**src/rtl/fevd_pkg.sv**
```systemverilog
// fevd_pkg: shared types, register indexes and default constants for the
// frame energy voice detector. No dependencies.
package fevd_pkg;

  // Default values for the top-level parameters.
  localparam int DEF_MAX_FRAME   = 4096;
  localparam int DEF_SAMPLE_BITS = 16;
  localparam int DEF_ACC_BITS    = 48;

  // Fixed field widths.
  localparam int ALPHA_BITS     = 16;
  localparam int FRAME_LEN_BITS = 13;
  localparam int ENERGY_BITS    = 48;
  localparam int CFG_IDX_BITS   = 3;
  localparam int CFG_DATA_BITS  = 48;

  // Entries in the queue between front and back.
  localparam int QUEUE_DEPTH = 2;

  // Register values after reset.
  localparam logic                      RST_FILTER_ENABLE = 1'b1;
  localparam logic [ALPHA_BITS-1:0]     RST_ALPHA_LOW     = 16'h8000;
  localparam logic [ALPHA_BITS-1:0]     RST_ALPHA_HIGH    = 16'h8000;
  localparam logic [FRAME_LEN_BITS-1:0] RST_FRAME_LENGTH  = 13'd256;
  localparam logic [ENERGY_BITS-1:0]    RST_THRESHOLD     = '0;

  // Configuration register indexes.
  typedef enum logic [CFG_IDX_BITS-1:0] {
    REG_FILTER_ENABLE,
    REG_ALPHA_LOW,
    REG_ALPHA_HIGH,
    REG_FRAME_LENGTH,
    REG_ENERGY_THRESHOLD
  } fevd_reg_t;

  // Frame position of a queued sample.
  typedef struct packed {
    logic first;
    logic last;
  } fevd_tag_t;

  // Back-end sequencer states.
  typedef enum logic [2:0] {
    ST_IDLE,
    ST_LP_MUL,
    ST_LP_UPD,
    ST_HP_MUL,
    ST_HP_UPD,
    ST_SQ_MUL,
    ST_ACC
  } fevd_state_t;

endpackage

```
**src/rtl/frame_energy_voice_detector_top.sv**
```systemverilog
// frame_energy_voice_detector_top: configuration registers, front end, queue
// and back end of the frame energy voice detector.
// Depends on fevd_pkg, fevd_front, fevd_queue, fevd_back.
//
//   channel  direction  handshake            payload
//   in       sink       in_valid / in_stall  sample
//   out      source     out_valid/out_stall  voice_detected, frame_energy
//   cfg      sink       cfg_valid/cfg_ready  cfg_index, cfg_data
//
// The back end runs pop, square and accumulate when filtering is off and for the
// first sample of a frame, and for a filtered sample pop, low-pass multiply and
// update, high-pass multiply and update, square, accumulate. Accumulate waits on a
// stalled output at frame end. The one shared multiplier sets these steps.
// A two-word queue lets the front end keep taking samples while the back end
// works or waits on a stalled result. cfg_ready is always high.
// Reset (synchronous) restores register defaults and clears filter state,
// accumulator, frame counter, queue and output valid.
module frame_energy_voice_detector_top #(
  parameter int MAX_FRAME   = fevd_pkg::DEF_MAX_FRAME,
  parameter int SAMPLE_BITS = fevd_pkg::DEF_SAMPLE_BITS,
  parameter int ACC_BITS    = fevd_pkg::DEF_ACC_BITS
) (
  input  logic                                clk,
  input  logic                                rst,
  input  logic                                in_valid,
  output logic                                in_stall,
  input  logic signed [SAMPLE_BITS-1:0]       sample,
  output logic                                out_valid,
  input  logic                                out_stall,
  output logic                                voice_detected,
  output logic [fevd_pkg::ENERGY_BITS-1:0]    frame_energy,
  input  logic                                cfg_valid,
  output logic                                cfg_ready,
  input  logic [fevd_pkg::CFG_IDX_BITS-1:0]   cfg_index,
  input  logic [fevd_pkg::CFG_DATA_BITS-1:0]  cfg_data
);
  import fevd_pkg::*;

  localparam int TAG_BITS = $bits(fevd_tag_t);
  localparam int QW       = SAMPLE_BITS + TAG_BITS;

  // Configuration registers.
  logic                      filter_enable;
  logic [ALPHA_BITS-1:0]     alpha_low;
  logic [ALPHA_BITS-1:0]     alpha_high;
  logic [FRAME_LEN_BITS-1:0] frame_length;
  logic [ENERGY_BITS-1:0]    energy_threshold;

  // Front to queue.
  logic                          q_push;
  fevd_tag_t                     f_tag;
  logic signed [SAMPLE_BITS-1:0] f_sample;
  logic                          q_full;

  // Queue to back.
  logic [QW-1:0]                 q_rdata;
  logic                          q_pop;
  logic                          q_empty;
  fevd_tag_t                     b_tag;
  logic signed [SAMPLE_BITS-1:0] b_sample;

  assign cfg_ready = 1'b1;

  // Take a register write; unknown indexes drop silently.
  always_ff @(posedge clk) begin
    if (rst) begin
      filter_enable    <= RST_FILTER_ENABLE;
      alpha_low        <= RST_ALPHA_LOW;
      alpha_high       <= RST_ALPHA_HIGH;
      frame_length     <= RST_FRAME_LENGTH;
      energy_threshold <= RST_THRESHOLD;
    end else if (cfg_valid && cfg_ready) begin
      case (cfg_index)
        REG_FILTER_ENABLE:    filter_enable    <= cfg_data[0];
        REG_ALPHA_LOW:        alpha_low        <= cfg_data[ALPHA_BITS-1:0];
        REG_ALPHA_HIGH:       alpha_high       <= cfg_data[ALPHA_BITS-1:0];
        REG_FRAME_LENGTH:     frame_length     <= cfg_data[FRAME_LEN_BITS-1:0];
        REG_ENERGY_THRESHOLD: energy_threshold <= cfg_data[ENERGY_BITS-1:0];
        default: ;
      endcase
    end
  end

  fevd_front #(
    .MAX_FRAME   (MAX_FRAME),
    .SAMPLE_BITS (SAMPLE_BITS)
  ) u_front (
    .clk          (clk),
    .rst          (rst),
    .in_valid     (in_valid),
    .in_stall     (in_stall),
    .sample       (sample),
    .frame_length (frame_length),
    .q_full       (q_full),
    .q_push       (q_push),
    .q_tag        (f_tag),
    .q_sample     (f_sample)
  );

  // Queue words carry the frame tag above the sample.
  fevd_queue #(
    .WIDTH (QW),
    .DEPTH (QUEUE_DEPTH)
  ) u_queue (
    .clk   (clk),
    .rst   (rst),
    .push  (q_push),
    .wdata ({f_tag, f_sample}),
    .pop   (q_pop),
    .rdata (q_rdata),
    .full  (q_full),
    .empty (q_empty)
  );

  assign b_tag    = fevd_tag_t'(q_rdata[QW-1:SAMPLE_BITS]);
  assign b_sample = $signed(q_rdata[SAMPLE_BITS-1:0]);

  fevd_back #(
    .SAMPLE_BITS (SAMPLE_BITS),
    .ACC_BITS    (ACC_BITS)
  ) u_back (
    .clk              (clk),
    .rst              (rst),
    .q_empty          (q_empty),
    .q_tag            (b_tag),
    .q_sample         (b_sample),
    .q_pop            (q_pop),
    .filter_enable    (filter_enable),
    .alpha_low        (alpha_low),
    .alpha_high       (alpha_high),
    .energy_threshold (energy_threshold),
    .out_valid        (out_valid),
    .out_stall        (out_stall),
    .voice_detected   (voice_detected),
    .frame_energy     (frame_energy)
  );

endmodule

```
**src/rtl/fevd_front.sv**
```systemverilog
// fevd_front: accepts sample words, tracks the frame position and tags each
// sample as first and/or last of its frame. Depends on fevd_pkg.
module fevd_front #(
  parameter int MAX_FRAME   = fevd_pkg::DEF_MAX_FRAME,
  parameter int SAMPLE_BITS = fevd_pkg::DEF_SAMPLE_BITS
) (
  input  logic                                  clk,
  input  logic                                  rst,
  input  logic                                  in_valid,
  output logic                                  in_stall,
  input  logic signed [SAMPLE_BITS-1:0]         sample,
  input  logic [fevd_pkg::FRAME_LEN_BITS-1:0]   frame_length,
  input  logic                                  q_full,
  output logic                                  q_push,
  output fevd_pkg::fevd_tag_t                   q_tag,
  output logic signed [SAMPLE_BITS-1:0]         q_sample
);
  import fevd_pkg::*;

  localparam int CW = $clog2(MAX_FRAME);
  localparam int LW = (CW + 1 > FRAME_LEN_BITS) ? CW + 1 : FRAME_LEN_BITS;

  logic [CW-1:0] cnt;
  logic [LW-1:0] len_raw;
  logic [LW-1:0] len_eff;
  logic [LW-1:0] cnt_inc;
  logic          is_last;

  assign in_stall = q_full;
  assign q_push   = in_valid && !q_full;
  assign q_sample = sample;

  // Clamp length: zero acts as one, oversize acts as MAX_FRAME.
  always_comb begin
    len_raw = LW'(frame_length);
    if (len_raw == '0) begin
      len_eff = LW'(1);
    end else if (len_raw > LW'(MAX_FRAME)) begin
      len_eff = LW'(MAX_FRAME);
    end else begin
      len_eff = len_raw;
    end
    cnt_inc     = LW'(cnt) + LW'(1);
    is_last     = (cnt_inc >= len_eff);
    q_tag.first = (cnt == '0);
    q_tag.last  = is_last;
  end

  always_ff @(posedge clk) begin
    if (rst) begin
      cnt <= '0;
    end else if (q_push) begin
      cnt <= is_last ? '0 : cnt_inc[CW-1:0];
    end
  end

endmodule

```
**src/rtl/fevd_queue.sv**
```systemverilog
// fevd_queue: small register FIFO that decouples front and back.
// DEPTH is a power of two, at least 2. Depends on nothing.
module fevd_queue #(
  parameter int WIDTH = 18,
  parameter int DEPTH = 2
) (
  input  logic             clk,
  input  logic             rst,
  input  logic             push,
  input  logic [WIDTH-1:0] wdata,
  input  logic             pop,
  output logic [WIDTH-1:0] rdata,
  output logic             full,
  output logic             empty
);

  localparam int PW = $clog2(DEPTH);
  localparam int NW = $clog2(DEPTH + 1);

  logic [WIDTH-1:0] slot [DEPTH];
  logic [PW-1:0]    wptr;
  logic [PW-1:0]    rptr;
  logic [NW-1:0]    count;

  assign full  = (count == NW'(DEPTH));
  assign empty = (count == '0);
  assign rdata = slot[rptr];

  always_ff @(posedge clk) begin
    if (push) begin
      slot[wptr] <= wdata;
    end
  end

  always_ff @(posedge clk) begin
    if (rst) begin
      wptr  <= '0;
      rptr  <= '0;
      count <= '0;
    end else begin
      if (push) begin
        wptr <= wptr + PW'(1);
      end
      if (pop) begin
        rptr <= rptr + PW'(1);
      end
      case ({push, pop})
        2'b10:   count <= count + NW'(1);
        2'b01:   count <= count - NW'(1);
        default: count <= count;
      endcase
    end
  end

`ifndef SYNTHESIS
  a_no_overflow: assert property (@(posedge clk) disable iff (rst)
    !(push && full))
    else $error("queue push while full");

  a_no_underflow: assert property (@(posedge clk) disable iff (rst)
    !(pop && empty))
    else $error("queue pop while empty");

  a_count_range: assert property (@(posedge clk) disable iff (rst)
    count <= NW'(DEPTH))
    else $error("queue count out of range");
`endif

endmodule

```
**src/rtl/fevd_back.sv**
```systemverilog
// fevd_back: sequencer around one shared multiplier that runs the low-pass
// and high-pass filters, squares, accumulates and issues frame results.
// Depends on fevd_pkg.
module fevd_back #(
  parameter int SAMPLE_BITS = fevd_pkg::DEF_SAMPLE_BITS,
  parameter int ACC_BITS    = fevd_pkg::DEF_ACC_BITS
) (
  input  logic                                clk,
  input  logic                                rst,
  input  logic                                q_empty,
  input  fevd_pkg::fevd_tag_t                 q_tag,
  input  logic signed [SAMPLE_BITS-1:0]       q_sample,
  output logic                                q_pop,
  input  logic                                filter_enable,
  input  logic [fevd_pkg::ALPHA_BITS-1:0]     alpha_low,
  input  logic [fevd_pkg::ALPHA_BITS-1:0]     alpha_high,
  input  logic [fevd_pkg::ENERGY_BITS-1:0]    energy_threshold,
  output logic                                out_valid,
  input  logic                                out_stall,
  output logic                                voice_detected,
  output logic [fevd_pkg::ENERGY_BITS-1:0]    frame_energy
);
  import fevd_pkg::*;

  localparam int SB = SAMPLE_BITS;
  localparam int MA = SB + 2;
  localparam int MB = (SB + 1 > ALPHA_BITS + 1) ? SB + 1 : ALPHA_BITS + 1;
  localparam int PW = MA + MB;
  localparam int SW = ((PW > ACC_BITS) ? PW : ACC_BITS) + 1;
  localparam int EW = (ACC_BITS > ENERGY_BITS) ? ACC_BITS : ENERGY_BITS;

  localparam logic signed [PW-1:0] SAT_MAX = {{(PW-SB+1){1'b0}}, {(SB-1){1'b1}}};
  localparam logic signed [PW-1:0] SAT_MIN = {{(PW-SB+1){1'b1}}, {(SB-1){1'b0}}};
  localparam logic signed [PW-1:0] ROUND_BIAS = {{(PW-16){1'b0}}, 1'b1, 15'b0};
  localparam logic [ACC_BITS-1:0]  ACC_MAX = {ACC_BITS{1'b1}};

  function automatic logic signed [SB-1:0] sat_s(input logic signed [PW-1:0] v);
    logic signed [PW-1:0] r;
    r = v;
    if (v > SAT_MAX) begin
      r = SAT_MAX;
    end else if (v < SAT_MIN) begin
      r = SAT_MIN;
    end
    return r[SB-1:0];
  endfunction

  fevd_state_t state;
  fevd_state_t state_next;

  // The high-pass input history always equals the low-pass output history,
  // so lpo serves both.
  logic signed [SB-1:0]   y;
  logic signed [SB-1:0]   lpo;
  logic signed [SB-1:0]   hpo;
  logic signed [MA-1:0]   hdiff;
  logic signed [PW-1:0]   prod;
  logic [ACC_BITS-1:0]    acc;
  fevd_tag_t              tag;

  logic signed [MA-1:0]   op_a;
  logic signed [MB-1:0]   op_b;
  logic signed [PW-1:0]   mul;
  logic signed [PW-1:0]   rnd_sum;
  logic signed [PW-1:0]   rnd_q;
  logic signed [PW-1:0]   lp_wide;
  logic signed [SB-1:0]   lp_new;
  logic signed [SB-1:0]   hp_new;
  logic signed [MA-1:0]   hdiff_new;
  logic [SW-1:0]          sq_ext;
  logic [ACC_BITS-1:0]    sq_c;
  logic [ACC_BITS:0]      sum_full;
  logic [ACC_BITS-1:0]    sum;
  logic [EW-1:0]          sum_w;
  logic [EW-1:0]          thr_w;
  logic                   out_free;
  logic                   acc_done;
  logic                   emit;

  // Datapath arithmetic.
  always_comb begin
    rnd_sum   = prod + ROUND_BIAS;
    rnd_q     = rnd_sum >>> 16;
    lp_wide   = rnd_q + PW'(lpo);
    lp_new    = sat_s(lp_wide);
    hp_new    = sat_s(rnd_q);
    hdiff_new = MA'(hpo) + MA'(lp_new) - MA'(lpo);

    sq_ext = SW'($unsigned(prod));
    sq_c   = (sq_ext > SW'(ACC_MAX)) ? ACC_MAX : sq_ext[ACC_BITS-1:0];
    sum_full = {1'b0, acc} + {1'b0, sq_c};
    sum      = sum_full[ACC_BITS] ? ACC_MAX : sum_full[ACC_BITS-1:0];
    sum_w    = EW'(sum);
    thr_w    = EW'(energy_threshold);

    mul = op_a * op_b;
  end

  assign out_free = !out_valid || !out_stall;

  // Next state, queue pop and multiplier operand selection.
  always_comb begin
    state_next = state;
    q_pop      = 1'b0;
    acc_done   = 1'b0;
    emit       = 1'b0;
    op_a       = MA'(y);
    op_b       = MB'(y);
    case (state)
      ST_IDLE: begin
        if (!q_empty) begin
          q_pop = 1'b1;
          state_next = (filter_enable && !q_tag.first) ? ST_LP_MUL : ST_SQ_MUL;
        end
      end
      ST_LP_MUL: begin
        op_a       = MA'(y) - MA'(lpo);
        op_b       = MB'($signed({1'b0, alpha_low}));
        state_next = ST_LP_UPD;
      end
      ST_LP_UPD: state_next = ST_HP_MUL;
      ST_HP_MUL: begin
        op_a       = hdiff;
        op_b       = MB'($signed({1'b0, alpha_high}));
        state_next = ST_HP_UPD;
      end
      ST_HP_UPD: state_next = ST_SQ_MUL;
      ST_SQ_MUL: state_next = ST_ACC;
      ST_ACC: begin
        // Hold a finished frame until the output register frees up.
        acc_done = !tag.last || out_free;
        emit     = tag.last && out_free;
        if (acc_done) begin
          state_next = ST_IDLE;
        end
      end
      default: state_next = ST_IDLE;
    endcase
  end

  always_ff @(posedge clk) begin
    if (rst) begin
      state <= ST_IDLE;
    end else begin
      state <= state_next;
    end
  end

  always_ff @(posedge clk) begin
    if (rst) begin
      lpo <= '0;
      hpo <= '0;
      acc <= '0;
    end else begin
      case (state)
        ST_IDLE: begin
          if (q_pop && filter_enable && q_tag.first) begin
            lpo <= q_sample;
            hpo <= q_sample;
          end
        end
        ST_LP_UPD: lpo <= lp_new;
        ST_HP_UPD: hpo <= hp_new;
        ST_ACC: begin
          if (acc_done) begin
            acc <= tag.last ? '0 : sum;
          end
        end
        default: ;
      endcase
    end
  end

  // Payload registers.
  always_ff @(posedge clk) begin
    case (state)
      ST_IDLE: begin
        if (q_pop) begin
          y   <= q_sample;
          tag <= q_tag;
        end
      end
      ST_LP_MUL, ST_HP_MUL, ST_SQ_MUL: prod <= mul;
      ST_LP_UPD: hdiff <= hdiff_new;
      ST_HP_UPD: y <= hp_new;
      default: ;
    endcase
    if (emit) begin
      voice_detected <= (sum_w > thr_w);
      frame_energy   <= sum_w[ENERGY_BITS-1:0];
    end
  end

  always_ff @(posedge clk) begin
    if (rst) begin
      out_valid <= 1'b0;
    end else if (emit) begin
      out_valid <= 1'b1;
    end else if (!out_stall) begin
      out_valid <= 1'b0;
    end
  end

`ifndef SYNTHESIS
  a_square_nonneg: assert property (@(posedge clk) disable iff (rst)
    (state == ST_ACC) |-> !prod[PW-1])
    else $error("square product negative");

  a_frame_clear: assert property (@(posedge clk) disable iff (rst)
    (state == ST_ACC && tag.last && out_free) |=> (acc == '0 && out_valid))
    else $error("frame end did not clear accumulator or issue result");

  a_seed: assert property (@(posedge clk) disable iff (rst)
    (q_pop && filter_enable && q_tag.first) |=> (lpo == hpo && lpo == y))
    else $error("filter state not seeded on first sample");
`endif

endmodule

```
**config.mk**
```make
export PLATFORM = sky130hd
export DESIGN_NAME = frame_energy_voice_detector_top
export DESIGN_NICKNAME = d
export VERILOG_FILES = /design/src/rtl/fevd_pkg.sv /design/src/rtl/frame_energy_voice_detector_top.sv /design/src/rtl/fevd_front.sv /design/src/rtl/fevd_queue.sv /design/src/rtl/fevd_back.sv
export SDC_FILE = /design/constraint.sdc
export NUM_CORES = 2
export LEC_CHECK = 0
export BUFFER_PORTS_ARGS = -buffer_cell sky130_fd_sc_hd__buf_4
export CAP_MARGIN = 0
export CORE_MARGIN = 2
export CORE_UTILIZATION = 59
export DETAILED_ROUTE_END_ITERATION = 8
export PLACE_DENSITY = 0.77
export SLEW_MARGIN = 20
export SYNTH_ARGS = -nofsm -noshare
export SYNTH_HDL_FRONTEND = slang
export SYNTH_HIERARCHICAL = 1
export SYNTH_SLANG_ARGS = --single-unit
```
**constraint.sdc**
```tcl
create_clock -name clk -period 20.8 [get_ports clk]
set_input_delay 3.12 -clock clk [delete_from_list [all_inputs] [get_ports clk]]
set_output_delay 3.12 -clock clk [all_outputs]
set_load 0.01 [all_outputs]
```
==> key figures <==
Detailed routing
  • Routed vias: 25700
  • Initial drt markers: 2195
  • Vias per std cell: 5.88
  • Drt pass-1 iters: 6
  • Number of routed nets with antenna violations: 0
  • Drt total wl: 87800 µm
  • Wire length per cell: 20.1 µm
  • Final routed DRC violation total: 0

Min path
  • Worst hold path class: flip-flop to flip-flop
  • Hold Path Origin: u_back/hpo[10]

Die
  • Die area: 57500 µm²
  • Die Height: 240 µm
  • CORE AREA: 55000 µm²
  • Die X: 240 µm
  • Row count: 86
  • Initial Utilization: 59.7%
  • Top-level I/O count: 124

Timing
  • Fin. max-slew vios: 0
  • Final setup margin: 11.28 ns
  • Fmax: 105 MHz
  • Setup TNS: 0 ns
  • Setup Skew: 0.0399 ns
  • Post-layout min period: 9.53 ns
  • Final period util: 45.8%
  • Final Hold Fails: 0
  • Tightest Pin Transition: 1.11 ns
  • RSZ-0062 raised after global routing: no
  • Final-report setup violation count: 0
  • Max_slew headroom: 25.4%

Cells and area
  • Ant diodes: 0
  • Commonest non-fill, non-tap cell in the layout: inv_1
  • Layout cells sized above 1: 9.17%
  • Most frequent cells in the layout: 521 x inv_1, 330 x fa_1, 299 x nor2_1
  • Final #Nets: 4233
  • Design area: 35500 µm²
  • Final std cells w/o fill: 4370
  • Synth-to-layout area growth: 8.25%

Flow run
  • Max cap viols: 0

Critical path
  • Crit Path Max Fanout: 8
  • Setup crit end kind: flip-flop
  • Crit-path max cell delay: 0.90 ns
  • Kind of critical path: flip-flop to flip-flop
  • Crit path from: u_back/lpo[1]
  • CP max stage cell: o31ai_1
  • Most frequent CP cell: fa_1
  • Crit start category: flip-flop
  • Worst R2R Start: u_back/lpo[1]
  • Critical path required time: 21.08 ns
  • CP arrival: 9.80 ns

Clock network
  • CTS buffer count: 39
  • CTS tree: yes
  • CTS sink count: 350
  • CTS resizes: 0
  • Root Buffer: clkbuf_16
  • CTS max path bufs: 3
  • Reg clk slew, reported paths: 0.06 ns
  • H-tree level count: 2
  • Worst-Skew Late Latency: 0.57 ns
  • Setup Buffers After CTS: 0
  • # hold bufs at CTS: 0

Placed design
  • Final HPWL DP: 68900 µm
  • Port bufs: 122
  • Place WS: 11.46 ns
  • Placed cells: 4298
  • RD Place Congestion: 0.954
  • DP Area: 34300 µm²

Synth
  • FFs w/ async S/R, synth: 0%
  • Synth Register Bits: 350
  • Synth cell types: 97
  • Synth Area per Inst: 9.29 µm²
  • Synthesized area: 32800 µm²
  • Synth Instances: 3531
  • Syn nets: 4173
  • Post-synth EDFFs: 155
  • Ys flop type: dfxtp_1
  • Register area share after synthesis: 26.1%
  • Synth Warn #: 6

Global routing
  • Largest net degree at the start of global routing: 86
  • Initial antenna violation count: 0
  • GR Overflow Total: 0
  • First-pass GRT wire length: 139000 µm
  • Gr usage total: 31.1%
  • Vias in the first global route: 25500

Run status
  • Status: finished clean
-- final timing paths --
kind	to	slack, ns	depth (start not counted)
max	u_back/prod[32]	11.28	30
min	u_back/hpo[10]	0.45	2
max reg2reg	u_back/prod[32]	11.28	30
min reg2reg	u_back/hpo[10]	0.45	2
-- cells in the mapped netlist, types with 26 or more instances --
cell / count / area share (%)
nand3_1: 54 / 0.82
o21ai_1: 28 / 0.43
nand4_1: 26 / 0.50
nand2_1: 276 / 3.2
ha_1: 240 / 9.2
nor3_1: 47 / 0.72
dfxtp_1: 195 / 12
fa_1: 330 / 20
mux2i_1: 114 / 3.5
o21a_1: 36 / 0.82
nor2_1: 301 / 3.4
clkbuf_1: 89 / 1.0
edfxtp_1: 155 / 14
a21oi_1: 182 / 2.8
nor2b_1: 27 / 0.51
nand2b_1: 165 / 3.1
o21ai_0: 85 / 1.3
xor2_1: 43 / 1.1
o211ai_1: 27 / 0.62
a21o_1: 72 / 1.6
inv_1: 521 / 6.0
xnor2_1: 91 / 2.4
-- cell type report --
type / count / area, µm²
clock buffer: 56 / 1090
clock inverter: 16 / 130
fill: 4530 / 19500
inverter: 523 / 1960
multi-input combinational: 2515 / 21600
sequential: 350 / 8560
tap: 748 / 936
timing repair buffer: 162 / 1220
-- metrics by stage --
stage / hold WS [ns] / utilization, %
3_3_place_gp: 0.438 / 62.3
3_5_place_dp: 0.447 / 62.3
5_1_grt: 0.479 / 64.6
4_1_cts: 0.455 / 64.5
6_report: 0.453 / 64.6
2_1_floorplan: 0.425 / -
-- worst max-delay path: cells and delay by family (launching register included) --
family,cells,cell delay [ns]
AOI/OAI and AO/OA,13,4.06
xor gates and xnor gates,2,0.26
DFF,1,0.46
adders and majority gates,8,3.77
and+or+nand+nor,3,0.41
buffers and inverters,4,0.27
-- state kept, by name, summed over array words and instances, names as in the netlist, 18 cells and up, named ones only --
register and count:
u_back/hdiff 18, u_back/prod 35, u_back/acc 48, energy_threshold 48
u_back/frame_energy 48, u_queue/slot 36
-- routing by layer --
layer / GRT usage [%] / vias to the layer above / routed length [µm]
li1: - / 11900 / -
met5: 0 / - / 0
met2: 51.1 / 1055 / 41000
met3: 4.67 / 280 / 6950
met1: 41.0 / 12500 / 35500
met4: 13.5 / 0 / 4390
-- cell families (layout without fill, tap and decap cells) --
family                     after synthesis  after routing  share of synthesized area (%)
and+or+nand+nor                       1038           1038                           15.5
buffers and inverters                  666            757                           8.24
AOI/OAI and AO/OA                      632            632                           13.0
adders and majority gates              570            570                           29.3
DFF                                    350            350                           26.1
muxes                                  138            138                           4.31
xor gates and xnor gates               134            134                           3.58
other                                    3              3                         0.0343
Power is left out: the tool's default activity adds up to more than one toggle a clock period on the data nets, which glitch-free logic cannot reach.
